==> src/hdl/oct_pkg.sv <==
// shared widths, constants and the divider chain item type for the octahedral encoder
package oct_pkg;

    localparam int COMPONENT_BITS = 16;
    localparam int CODE_BITS      = 8;

    // |c| of the most negative component still fits in COMPONENT_BITS unsigned
    localparam int MAG_W = COMPONENT_BITS;
    // sum of three magnitudes stays below 2^(COMPONENT_BITS+1)
    localparam int SUM_W = COMPONENT_BITS + 1;
    // divisor 2s and dividend base t, both in [0, 2s]
    localparam int DEN_W = COMPONENT_BITS + 2;
    // dividend CODE_MAX * t
    localparam int NUM_W = DEN_W + CODE_BITS;
    // divisor aligned to the top quotient bit
    localparam int DIV_W = DEN_W + CODE_BITS - 1;

    localparam int IN_TDATA_W  = ((3 * COMPONENT_BITS + 7) / 8) * 8;
    localparam int OUT_TDATA_W = ((2 * CODE_BITS + 7) / 8) * 8;
    localparam int OUT_TUSER_W = 1;

    localparam logic [CODE_BITS-1:0] CODE_MAX  = {CODE_BITS{1'b1}};
    localparam logic [CODE_BITS-1:0] CODE_HALF = CODE_MAX >> 1;

    typedef struct packed {
        logic [NUM_W-1:0]     rem_u;
        logic [NUM_W-1:0]     rem_v;
        logic [DIV_W-1:0]     den;
        logic [CODE_BITS-1:0] quo_u;
        logic [CODE_BITS-1:0] quo_v;
        logic                 zero;
    } oct_div_t;

endpackage

==> src/hdl/oct_front.sv <==
// front pipeline: magnitudes, octahedral sum, fold select and dividend setup
module oct_front import oct_pkg::*; (
    input  logic                             aclk,
    input  logic                             aresetn,
    input  logic                             in_valid,
    output logic                             in_ready,
    input  logic signed [COMPONENT_BITS-1:0] norm_x,
    input  logic signed [COMPONENT_BITS-1:0] norm_y,
    input  logic signed [COMPONENT_BITS-1:0] norm_z,
    output logic                             out_valid,
    input  logic                             out_ready,
    output oct_div_t                         out_data
);

    // stage 1: magnitudes and signs
    logic             vld1_reg;
    logic [MAG_W-1:0] ax1_reg, ay1_reg, az1_reg;
    logic             sx1_reg, sy1_reg, sz1_reg;
    // stage 2: sum
    logic             vld2_reg;
    logic [MAG_W-1:0] ax2_reg, ay2_reg;
    logic [SUM_W-1:0] s2_reg, s2_next;
    logic             sx2_reg, sy2_reg, sz2_reg;
    // stage 3: folded dividends
    logic             vld3_reg;
    logic [DEN_W-1:0] tu3_reg, tv3_reg, d3_reg;
    logic [DEN_W-1:0] tu3_next, tv3_next, s_ext, s_dbl;
    logic             zero3_reg;
    // stage 4: scaled dividend and aligned divisor
    logic             vld4_reg;
    oct_div_t         data4_reg, data4_next;

    logic rdy1, rdy2, rdy3, rdy4;

    assign rdy4     = !vld4_reg || out_ready;
    assign rdy3     = !vld3_reg || rdy4;
    assign rdy2     = !vld2_reg || rdy3;
    assign rdy1     = !vld1_reg || rdy2;
    assign in_ready = rdy1;

    assign s2_next = SUM_W'(ax1_reg) + SUM_W'(ay1_reg) + SUM_W'(az1_reg);

    always_comb begin
        s_ext = DEN_W'(s2_reg);
        s_dbl = {s2_reg, 1'b0};
        if (!sz2_reg) begin
            // upper half: c + s with c = x or y
            tu3_next = sx2_reg ? s_ext - DEN_W'(ax2_reg) : s_ext + DEN_W'(ax2_reg);
            tv3_next = sy2_reg ? s_ext - DEN_W'(ay2_reg) : s_ext + DEN_W'(ay2_reg);
        end else begin
            // lower half folded outward
            tu3_next = sx2_reg ? DEN_W'(ay2_reg) : s_dbl - DEN_W'(ay2_reg);
            tv3_next = sy2_reg ? DEN_W'(ax2_reg) : s_dbl - DEN_W'(ax2_reg);
        end
    end

    always_comb begin
        data4_next.rem_u = (NUM_W'(tu3_reg) << CODE_BITS) - NUM_W'(tu3_reg);
        data4_next.rem_v = (NUM_W'(tv3_reg) << CODE_BITS) - NUM_W'(tv3_reg);
        data4_next.den   = DIV_W'(d3_reg) << (CODE_BITS - 1);
        data4_next.quo_u = '0;
        data4_next.quo_v = '0;
        data4_next.zero  = zero3_reg;
    end

    always_ff @(posedge aclk) begin
        if (!aresetn) begin
            vld1_reg <= 1'b0;
            vld2_reg <= 1'b0;
            vld3_reg <= 1'b0;
            vld4_reg <= 1'b0;
        end else begin
            if (rdy1) vld1_reg <= in_valid;
            if (rdy2) vld2_reg <= vld1_reg;
            if (rdy3) vld3_reg <= vld2_reg;
            if (rdy4) vld4_reg <= vld3_reg;
        end
    end

    always_ff @(posedge aclk) begin
        if (rdy1 && in_valid) begin
            ax1_reg <= norm_x[COMPONENT_BITS-1] ? MAG_W'(-norm_x) : MAG_W'(norm_x);
            ay1_reg <= norm_y[COMPONENT_BITS-1] ? MAG_W'(-norm_y) : MAG_W'(norm_y);
            az1_reg <= norm_z[COMPONENT_BITS-1] ? MAG_W'(-norm_z) : MAG_W'(norm_z);
            sx1_reg <= norm_x[COMPONENT_BITS-1];
            sy1_reg <= norm_y[COMPONENT_BITS-1];
            sz1_reg <= norm_z[COMPONENT_BITS-1];
        end
        if (rdy2 && vld1_reg) begin
            ax2_reg <= ax1_reg;
            ay2_reg <= ay1_reg;
            s2_reg  <= s2_next;
            sx2_reg <= sx1_reg;
            sy2_reg <= sy1_reg;
            sz2_reg <= sz1_reg;
        end
        if (rdy3 && vld2_reg) begin
            tu3_reg   <= tu3_next;
            tv3_reg   <= tv3_next;
            d3_reg    <= s_dbl;
            zero3_reg <= (s2_reg == '0);
        end
        if (rdy4 && vld3_reg) begin
            data4_reg <= data4_next;
        end
    end

    assign out_valid = vld4_reg;
    assign out_data  = data4_reg;

endmodule

==> src/hdl/oct_div_cell.sv <==
// one restoring divider cell: resolves one quotient bit for both coordinates
module oct_div_cell import oct_pkg::*; (
    input  logic     aclk,
    input  logic     aresetn,
    input  logic     in_valid,
    output logic     in_ready,
    input  oct_div_t in_data,
    output logic     out_valid,
    input  logic     out_ready,
    output oct_div_t out_data
);

    logic             vld_reg;
    oct_div_t         data_reg, data_next;
    logic [NUM_W-1:0] den_ext;
    logic             ge_u, ge_v;

    always_comb begin
        den_ext = NUM_W'(in_data.den);
        ge_u    = in_data.rem_u >= den_ext;
        ge_v    = in_data.rem_v >= den_ext;

        data_next       = in_data;
        data_next.rem_u = ge_u ? in_data.rem_u - den_ext : in_data.rem_u;
        data_next.rem_v = ge_v ? in_data.rem_v - den_ext : in_data.rem_v;
        data_next.quo_u = {in_data.quo_u[CODE_BITS-2:0], ge_u};
        data_next.quo_v = {in_data.quo_v[CODE_BITS-2:0], ge_v};
        // divisor moves down to the next quotient bit
        data_next.den   = in_data.den >> 1;
    end

    assign in_ready = !vld_reg || out_ready;

    always_ff @(posedge aclk) begin
        if (!aresetn) begin
            vld_reg <= 1'b0;
        end else if (in_ready) begin
            vld_reg <= in_valid;
        end
    end

    always_ff @(posedge aclk) begin
        if (in_ready && in_valid) begin
            data_reg <= data_next;
        end
    end

    assign out_valid = vld_reg;
    assign out_data  = data_reg;

endmodule

==> src/hdl/octahedral_normal_encoder_unit.sv <==
// top level of the octahedral normal encoder: front pipeline, divider cell row, output register
//
// usage:
//   s_ channel carries one normal per item, three signed Q1.15 components
//   m_ channel returns one item per input: two unsigned code bytes and a zero flag
//   the flag is set for an all-zero vector, whose codes then read as half scale
// pipeline from input accept to m_tvalid: 4 front stages, one
//   divider cell per code bit, one output register
// throughput: one item per cycle while the output is not stalled; every stage is a register with its own
//   valid bit, so there is no shared unit and no loop-back to wait on
// stall: each stage takes a new item when it is empty or its successor moves,
//   so bubbles close up and s_tready stays high until every stage holds an
//   item behind a stalled output
// reset: aresetn low clears all valid bits; nothing is in flight afterward
//   and no item is emitted until new input arrives
module octahedral_normal_encoder_unit import oct_pkg::*; (
    input  logic                   aclk,
    input  logic                   aresetn,
    input  logic                   s_tvalid,
    output logic                   s_tready,
    input  logic [IN_TDATA_W-1:0]  s_tdata,   // norm_x, norm_y, norm_z
    output logic                   m_tvalid,
    input  logic                   m_tready,
    output logic [OUT_TDATA_W-1:0] m_tdata,   // enc_u, enc_v
    output logic [OUT_TUSER_W-1:0] m_tuser    // zero_input
);

    // chain links: index 0 is the front output, index CODE_BITS the last cell
    logic     link_valid [CODE_BITS+1];
    logic     link_ready [CODE_BITS+1];
    oct_div_t link_data  [CODE_BITS+1];

    logic                 out_vld_reg;
    logic [CODE_BITS-1:0] enc_u_reg, enc_v_reg;
    logic                 zero_reg;
    logic                 out_take;

    // magnitudes, sum, fold and dividend setup
    oct_front u_front (
        .aclk      (aclk),
        .aresetn   (aresetn),
        .in_valid  (s_tvalid),
        .in_ready  (s_tready),
        .norm_x    (s_tdata[COMPONENT_BITS-1:0]),
        .norm_y    (s_tdata[2*COMPONENT_BITS-1:COMPONENT_BITS]),
        .norm_z    (s_tdata[3*COMPONENT_BITS-1:2*COMPONENT_BITS]),
        .out_valid (link_valid[0]),
        .out_ready (link_ready[0]),
        .out_data  (link_data[0])
    );

    // one cell per code bit, most significant bit first
    for (genvar i = 0; i < CODE_BITS; i++) begin : g_cell
        oct_div_cell u_cell (
            .aclk      (aclk),
            .aresetn   (aresetn),
            .in_valid  (link_valid[i]),
            .in_ready  (link_ready[i]),
            .in_data   (link_data[i]),
            .out_valid (link_valid[i+1]),
            .out_ready (link_ready[i+1]),
            .out_data  (link_data[i+1])
        );
    end

    // output register parts the cell row from the receiver
    assign link_ready[CODE_BITS] = !out_vld_reg || m_tready;
    assign out_take              = link_ready[CODE_BITS] && link_valid[CODE_BITS];

    always_ff @(posedge aclk) begin
        if (!aresetn) begin
            out_vld_reg <= 1'b0;
        end else if (link_ready[CODE_BITS]) begin
            out_vld_reg <= link_valid[CODE_BITS];
        end
    end

    always_ff @(posedge aclk) begin
        if (out_take) begin
            // zero vector has no direction: report half scale on both codes
            enc_u_reg <= link_data[CODE_BITS].zero ? CODE_HALF : link_data[CODE_BITS].quo_u;
            enc_v_reg <= link_data[CODE_BITS].zero ? CODE_HALF : link_data[CODE_BITS].quo_v;
            zero_reg  <= link_data[CODE_BITS].zero;
        end
    end

    assign m_tvalid = out_vld_reg;
    assign m_tdata  = OUT_TDATA_W'({enc_v_reg, enc_u_reg});
    assign m_tuser  = OUT_TUSER_W'(zero_reg);

`ifndef SYNTH
    // flagged items always carry the half-scale codes
    a_zero_codes: assert property (@(posedge aclk) disable iff (!aresetn)
        (m_tvalid && m_tuser[0]) |->
            (m_tdata[CODE_BITS-1:0] == CODE_HALF &&
             m_tdata[2*CODE_BITS-1:CODE_BITS] == CODE_HALF))
        else $error("zero item without half-scale codes");

    // with the output register empty the whole chain must be able to move
    a_ready_ripple: assert property (@(posedge aclk) disable iff (!aresetn)
        !m_tvalid |-> s_tready)
        else $error("input stalled while output register is empty");

    // reset leaves nothing in flight
    a_reset_clear: assert property (@(posedge aclk)
        !aresetn |=> !m_tvalid)
        else $error("output valid right after reset");
`endif

endmodule

==> config.mk <==
export PLATFORM = sky130hd
export DESIGN_NAME = octahedral_normal_encoder_unit
export DESIGN_NICKNAME = d
export VERILOG_FILES = /design/src/hdl/oct_pkg.sv /design/src/hdl/oct_front.sv /design/src/hdl/oct_div_cell.sv /design/src/hdl/octahedral_normal_encoder_unit.sv
export SDC_FILE = /design/constraint.sdc
export NUM_CORES = 2
export LEC_CHECK = 0
export BUFFER_PORTS_ARGS = -buffer_cell sky130_fd_sc_hd__clkbuf_2
export CAP_MARGIN = 5
export CORE_MARGIN = 2
export CORE_UTILIZATION = 29
export CTS_CLUSTER_DIAMETER = 200
export DETAILED_ROUTE_END_ITERATION = 8
export GPL_TIMING_DRIVEN = 0
export SETUP_SLACK_MARGIN = 0.5
export SLEW_MARGIN = 5
export SYNTH_ARGS = -nofsm -noshare
export SYNTH_HDL_FRONTEND = slang
export SYNTH_SLANG_ARGS = --single-unit
==> constraint.sdc <==
create_clock -name aclk -period 16.9 [get_ports aclk]
set_input_delay 1.69 -clock aclk [delete_from_list [all_inputs] [get_ports aclk]]
set_output_delay 1.69 -clock aclk [all_outputs]
set_load 0.02 [all_outputs]
# --- Word level (Yosys, flattened, before mapping) ---
# Cells that the tools add are included.
totals:
  in_bits: 52
  reg_bits: 820
  word_cells: 190
  out_inout_bits: 19
op_classes:
  n_lt_le_gt_ge: 16
  n_addsub: 27
  muxes: 23
  n_reduce_logical: 40
ops:
  columns: ["cell", "count"]
  rows:
  - ["$mux W26", 14]
  - ["$mux W18", 6]
  - ["$ge A26 B18 Y1", 2]
  - ["$ge A26 B19 Y1", 2]
  - ["$ge A26 B20 Y1", 2]
  - ["$ge A26 B21 Y1", 2]
  - ["$ge A26 B22 Y1", 2]
  - ["$ge A26 B23 Y1", 2]
  - ["$ge A26 B24 Y1", 2]
  - ["$ge A26 B25 Y1", 2]
  - ["$sub A26 B18 Y26", 2]
  - ["$sub A26 B19 Y26", 2]
  - ["$sub A26 B20 Y26", 2]
  - ["$sub A26 B21 Y26", 2]
  - ["$sub A26 B22 Y26", 2]
  - ["$sub A26 B23 Y26", 2]
  - ["$sub A26 B24 Y26", 2]
  - ["$sub A26 B25 Y26", 2]
  - ["$neg A16 Y16", 3]
  - ["$mux W15", 3]
  - ["$add A17 B16 Y18", 2]
  - ["$sub A17 B16 Y18", 2]
  - ["$sub A18 B16 Y18", 2]
  - ["$add A16 B16 Y17", 1]
  - ["5 further kinds", 41]

# --- Longest topological paths before layout ---
logic_depth:
  ltp_word: 15
  mapped_depth: 18
  ltp_nobuf: 18

# --- By module ---
# From an unflattened synthesis, not the netlist that was laid out.
hier_totals:
  cells_unflattened: 6552
  hier_area_um2: 66787.8
by_module_without_submodules:
  columns: ["mod", "cells_each", "seq_area_each_um2", "area_per_inst_um2", "n_inst"]
  rows:
  - ["oct_div_cell (g_cell[1].u_cell ...)", 639, 2812.7, 6432.4, 5]
  - ["oct_front", 1392, 6896.6, 14896.8, 1]
  - ["oct_div_cell (g_cell[6].u_cell ...)", 641, 2812.7, 6337.3, 2]
  - ["oct_div_cell (g_cell[0].u_cell)", 644, 2812.7, 6383.6, 1]
  - ["octahedral_normal_encoder_unit", 39, 530.5, 670.6, 1]

# --- Worst setup path before layout ---
# No wires, ideal clock.
synth_timing:
  path_type: "input port to flip-flop"
  from: "input m_tready"
  to: "register g_cell[5].u_cell.data_reg (netlist bit g_cell[5].u_cell.out_data[0]), enable pin"
  t_required_ps: 16252
  cell_stages: 3
  arrival_time_ps: 7943
  setup_time_ps: 648
  path_buffers: 0
  path_slack_ps: 8309
  cell_sequence: "nor2b_1 and3_1 a21boi_0"
synth_between:
  elab_chain_cells: 5
synth_rtl:
  columns: ["element", "line", "source"]
  rows:
  - ["start: declaration", "octahedral_normal_encoder_unit.sv:23", "input logic m_tready,"]
  - ["$logic_or A1 B1 Y1", "octahedral_normal_encoder_unit.sv:67", "assign link_ready[CODE_BITS] = !out_vld_reg || m_tready;"]
  - ["$logic_or A1 B1 Y1 (3 in a row)", "oct_div_cell.sv:32", "assign in_ready = !vld_reg || out_ready;"]
  - ["$logic_and A1 B1 Y1", "oct_div_cell.sv:43", "if (in_ready && in_valid) begin"]
  - ["end signal: assignment", "oct_div_cell.sv:44", "data_reg <= data_next;"]
  - ["end: declaration", "oct_div_cell.sv:14", "oct_div_t data_reg, data_next;"]
# No other way between the ends.
# A chain may end at the register's enable or synchronous reset.

# --- Worst setup path after layout ---
layout_timing:
  from: "input m_tready"
  to: "output s_tready"
layout_between:
  elab_chain_cells: 13
layout_rtl:
  columns: ["element", "line", "source"]
  rows:
  - ["$logic_or A1 B1 Y1", "octahedral_normal_encoder_unit.sv:67", null]
  - ["$logic_or A1 B1 Y1 (8 in a row)", "oct_div_cell.sv:32", null]
  - ["$logic_or A1 B1 Y1", "oct_front.sv:35", "assign rdy4 = !vld4_reg || out_ready;"]
  - ["$logic_or A1 B1 Y1", "oct_front.sv:36", "assign rdy3 = !vld3_reg || rdy4;"]
  - ["$logic_or A1 B1 Y1", "oct_front.sv:37", "assign rdy2 = !vld2_reg || rdy3;"]
  - ["$logic_or A1 B1 Y1", "oct_front.sv:38", "assign rdy1 = !vld1_reg || rdy2;"]
  - ["end: declaration", "octahedral_normal_encoder_unit.sv:20", "output logic s_tready,"]
# No other way between the ends.

==> flow_metrics.env <==
export IMPL_outcome="finished clean"
export IMPL_gr_usage_met2_pct=26.8
export IMPL_syn_area_mm2=0.0481
export IMPL_die_height_um=411
export IMPL_syn_nets=4759
export IMPL_grt_most_used_layer="met2"
export IMPL_arrival_ns=4.35
export IMPL_syn2layout_area_growth_pct=13.9
export IMPL_p_per_area_mw_per_mm2=89.4
export IMPL_htree_levels=3
export IMPL_io_pins=71
export IMPL_async_flop_share_pct=0
export IMPL_ant_nets=0
export IMPL_synthFlopType="edfxtp_1"
export IMPL_cts_setup_buffers=0
export IMPL_start_kind="input port"
export IMPL_period_needed_ns=6.04
export IMPL_critical_path_class="input port to primary output"
export IMPL_grt_pass1_wl_um=186000
export IMPL_layout_drive_gt1_share_pct=8.24
export IMPL_drtPass1Iterations=5
export IMPL_grt_antenna_before_repair=0
export IMPL_ctsHoldBuffers=0
export IMPL_synthDistinctLibCells=84
export IMPL_grt_use_total_pct=14.1
export IMPL_grt_max_degree=37
export IMPL_clock_skew_ns=0.0303
export IMPL_grt_ovfl_total=0
export IMPL_required_ns=15.21
export IMPL_root_buffer="clkbuf_16"
export IMPL_cap_violations=0
export IMPL_grt_use_met1_pct=14.8
export IMPL_syn_inst=4294
export IMPL_synth_seq_cells=820
export IMPL_place_inst=6574
export IMPL_io_buffers=70
export IMPL_dieArea_mm2=0.169
export IMPL_hold_slack_ns=0.410
export IMPL_p_total_mw=4.90
export IMPL_fmax_mhz=166
export IMPL_floorplan_initialDensity_pct=29.2
export IMPL_synth_edf_count=807
export IMPL_setup_viol=0
export IMPL_wl_um=121000
export IMPL_ctsResizeCount=0
export IMPL_cellLeakagePower_nw=20.4
export IMPL_avgViaCountPerCell=4.84
export IMPL_die_w_um=411
export IMPL_dp_hpwl_um=98200
export IMPL_n_fill_cell=16400
export IMPL_hold_class="flip-flop to flip-flop"
export IMPL_drv_slew=0
export IMPL_avgSynthCellArea_um2=11.2
export IMPL_maxSlewHeadroom_pct=15.6
export IMPL_drc=0
export IMPL_setup_tns_final_ns=0
export IMPL_rsz0062_at_grt="false"
export IMPL_clk_latency_ns=0.68
export IMPL_vias=32600
export IMPL_place_congestion=0.981
export IMPL_rows=149
export IMPL_finalHoldViolCount=0
export IMPL_drt_iter0_drc=1601
export IMPL_core_mm2=0.165
export IMPL_ir_worst_vdd_mv=0.0652
export IMPL_largest_register_ffs=563
export IMPL_tightest_slew_ns=1.25
export IMPL_wl_per_cell_um=17.9
export IMPL_use_met3_pct=1.93
export IMPL_clk_pin_slew_worst_paths_ns=0.06
export IMPL_yosysSeqAreaShare_pct=50.9
export IMPL_path_max_fanout=8
export IMPL_cts_sinks=820
export IMPL_grt_pass1_vias=33800
export IMPL_end_kind="primary output"
export IMPL_cts_tree="done"
export IMPL_final_cells=6740
export IMPL_cts_buffers=88
export IMPL_clock_path_buffers=3
export IMPL_ys_warn_count=0
export IMPL_period_share_pct=35.7
export IMPL_nets=4940
path summary, 6_finish.rpt:
check	slack, ns	cells after the start	start	to
worst min-delay path	0.41	0	g_cell[6].u_cell.out_data[4]$_DFFE_PP_	g_cell[7].u_cell.out_data[5]$_DFFE_PP_
worst min register to register	0.41	0	g_cell[6].u_cell.out_data[4]$_DFFE_PP_	g_cell[7].u_cell.out_data[5]$_DFFE_PP_
worst max-delay path	10.86	10	m_tready	s_tready
worst max register to register	12.08	10	g_cell[2].u_cell.out_data[23]$_DFFE_PP_	g_cell[3].u_cell.out_data[79]$_DFFE_PP_
cell usage after synthesis, drive strengths merged, types with 11 or more instances:
| master | number | area, µm² |
|---|---|---|
| a21o | 84 | 631 |
| a41oi | 13 | 114 |
| nand4 | 41 | 257 |
| mux2i | 12 | 120 |
| o31a | 30 | 263 |
| nor4 | 37 | 246 |
| o22ai | 11 | 68.8 |
| a31oi | 33 | 206 |
| nor2 | 319 | 1200 |
| o211ai | 25 | 193 |
| and4 | 11 | 96.3 |
| a21oi | 302 | 1510 |
| ha | 378 | 4730 |
| o21ai | 280 | 1400 |
| o21a | 70 | 526 |
| a211o | 14 | 123 |
| or4 | 20 | 154 |
| or3 | 36 | 225 |
| nand2 | 274 | 1030 |
| and2 | 14 | 87.6 |
| nand2b | 87 | 544 |
| mux2 | 65 | 747 |
| xnor2 | 274 | 2400 |
| or2 | 33 | 206 |
| dfxtp | 13 | 260 |
| xor2 | 122 | 1070 |
| fa | 35 | 701 |
| buf | 12 | 73.8 |
| o31ai | 33 | 248 |
| and3 | 31 | 194 |
| inv | 303 | 1140 |
| nand4b | 14 | 123 |
| edfxtp | 807 | 24200 |
| a211oi | 38 | 290 |
| nand3 | 56 | 280 |
| a21boi | 23 | 173 |
| clkbuf | 58 | 218 |
| o41ai | 14 | 123 |
| o21bai | 24 | 180 |
| nor3 | 79 | 395 |
| nor2b | 73 | 457 |
cell families after synthesis:
kind of cell             share of synthesized area [%]
multiplexers                                      1.80
AND/OR/NAND/NOR                                   11.9
AO/OA/AOI/OAI                                     13.9
buffers and inverters                             2.98
XOR/XNOR                                          7.21
flip-flops                                        50.9
adder cells (fa/ha/maj)                           11.3
metrics by stage:
step | area (µm²) | setup slack [ns] | utilization (%)
final | 54800 | 10.86 | 33.3
after global routing | 54800 | 10.43 | 33.3
after CTS | 54800 | 10.79 | 33.3
after detailed placement | 51800 | 10.81 | 31.4
after global placement | 51200 | 5.35 | 31.1
after floorplan | 48100 | 8.31 | -
placed cells by master, fill, tap and decap left out, drive strengths merged, types with 20 or more instances in the layout:
| master | instances |
|---|---|
| a31oi | 33 |
| o31ai | 33 |
| o21bai | 24 |
| xor2 | 122 |
| clkbuf | 224 |
| nor3 | 79 |
| fa | 35 |
| or4 | 20 |
| a21oi | 302 |
| clkinv | 41 |
| nor2 | 319 |
| or3 | 36 |
| or2 | 33 |
| nand3 | 56 |
| a21o | 84 |
| a21boi | 23 |
| nand2b | 87 |
| mux2 | 65 |
| nand2 | 274 |
| buf | 33 |
| and3 | 31 |
| inv | 310 |
| edfxtp | 807 |
| nand4 | 41 |
| nor2b | 73 |
| xnor2 | 274 |
| nor4 | 37 |
| o21a | 70 |
| o21ai | 280 |
| a211oi | 38 |
| o31a | 30 |
| ha | 378 |
| o211ai | 25 |
worst max-delay path, cell delays in order:
cell	delay, ns
clkbuf_2	0.11
nor2b_1	0.51
nand3_1	0.14
nor2_1	0.28
and2_1	0.17
clkbuf_1	0.43
and3_1	0.25
clkbuf_1	0.39
nand3_1	0.16
clkbuf_2	0.20
where the power goes:
group          leakage, nW  internal (mW)  switching, mW
clock                 1.47           1.18          0.833
combinational         11.4          0.246          0.306
sequential            7.50           2.28         0.0540
final cells by class:
| class | instances | area [µm²] | area share [%] |
|---|---|---|---|
| Timing Repair Buffer | 91 | 778 | 1.42 |
| Clock inverter | 69 | 754 | 1.38 |
| Tap cell | 2189 | 2740 | 5.00 |
| Sequential cell | 820 | 24500 | 44.7 |
| Inverter | 304 | 1140 | 2.08 |
| Multi-Input combinational cell | 3100 | 22300 | 40.7 |
| Antenna cell | 1 | 2.50 | 0.00457 |
| Buffer | 70 | 292 | 0.532 |
| Clock buffer | 96 | 2300 | 4.19 |
layer usage:
layer / up-vias / routed length [µm]
met5: - / 0
met4: 0 / 7670
met3: 313 / 3330
met2: 659 / 62600
met1: 15300 / 47200
li1: 16300 / -
(Power assumes the default switching activity.)
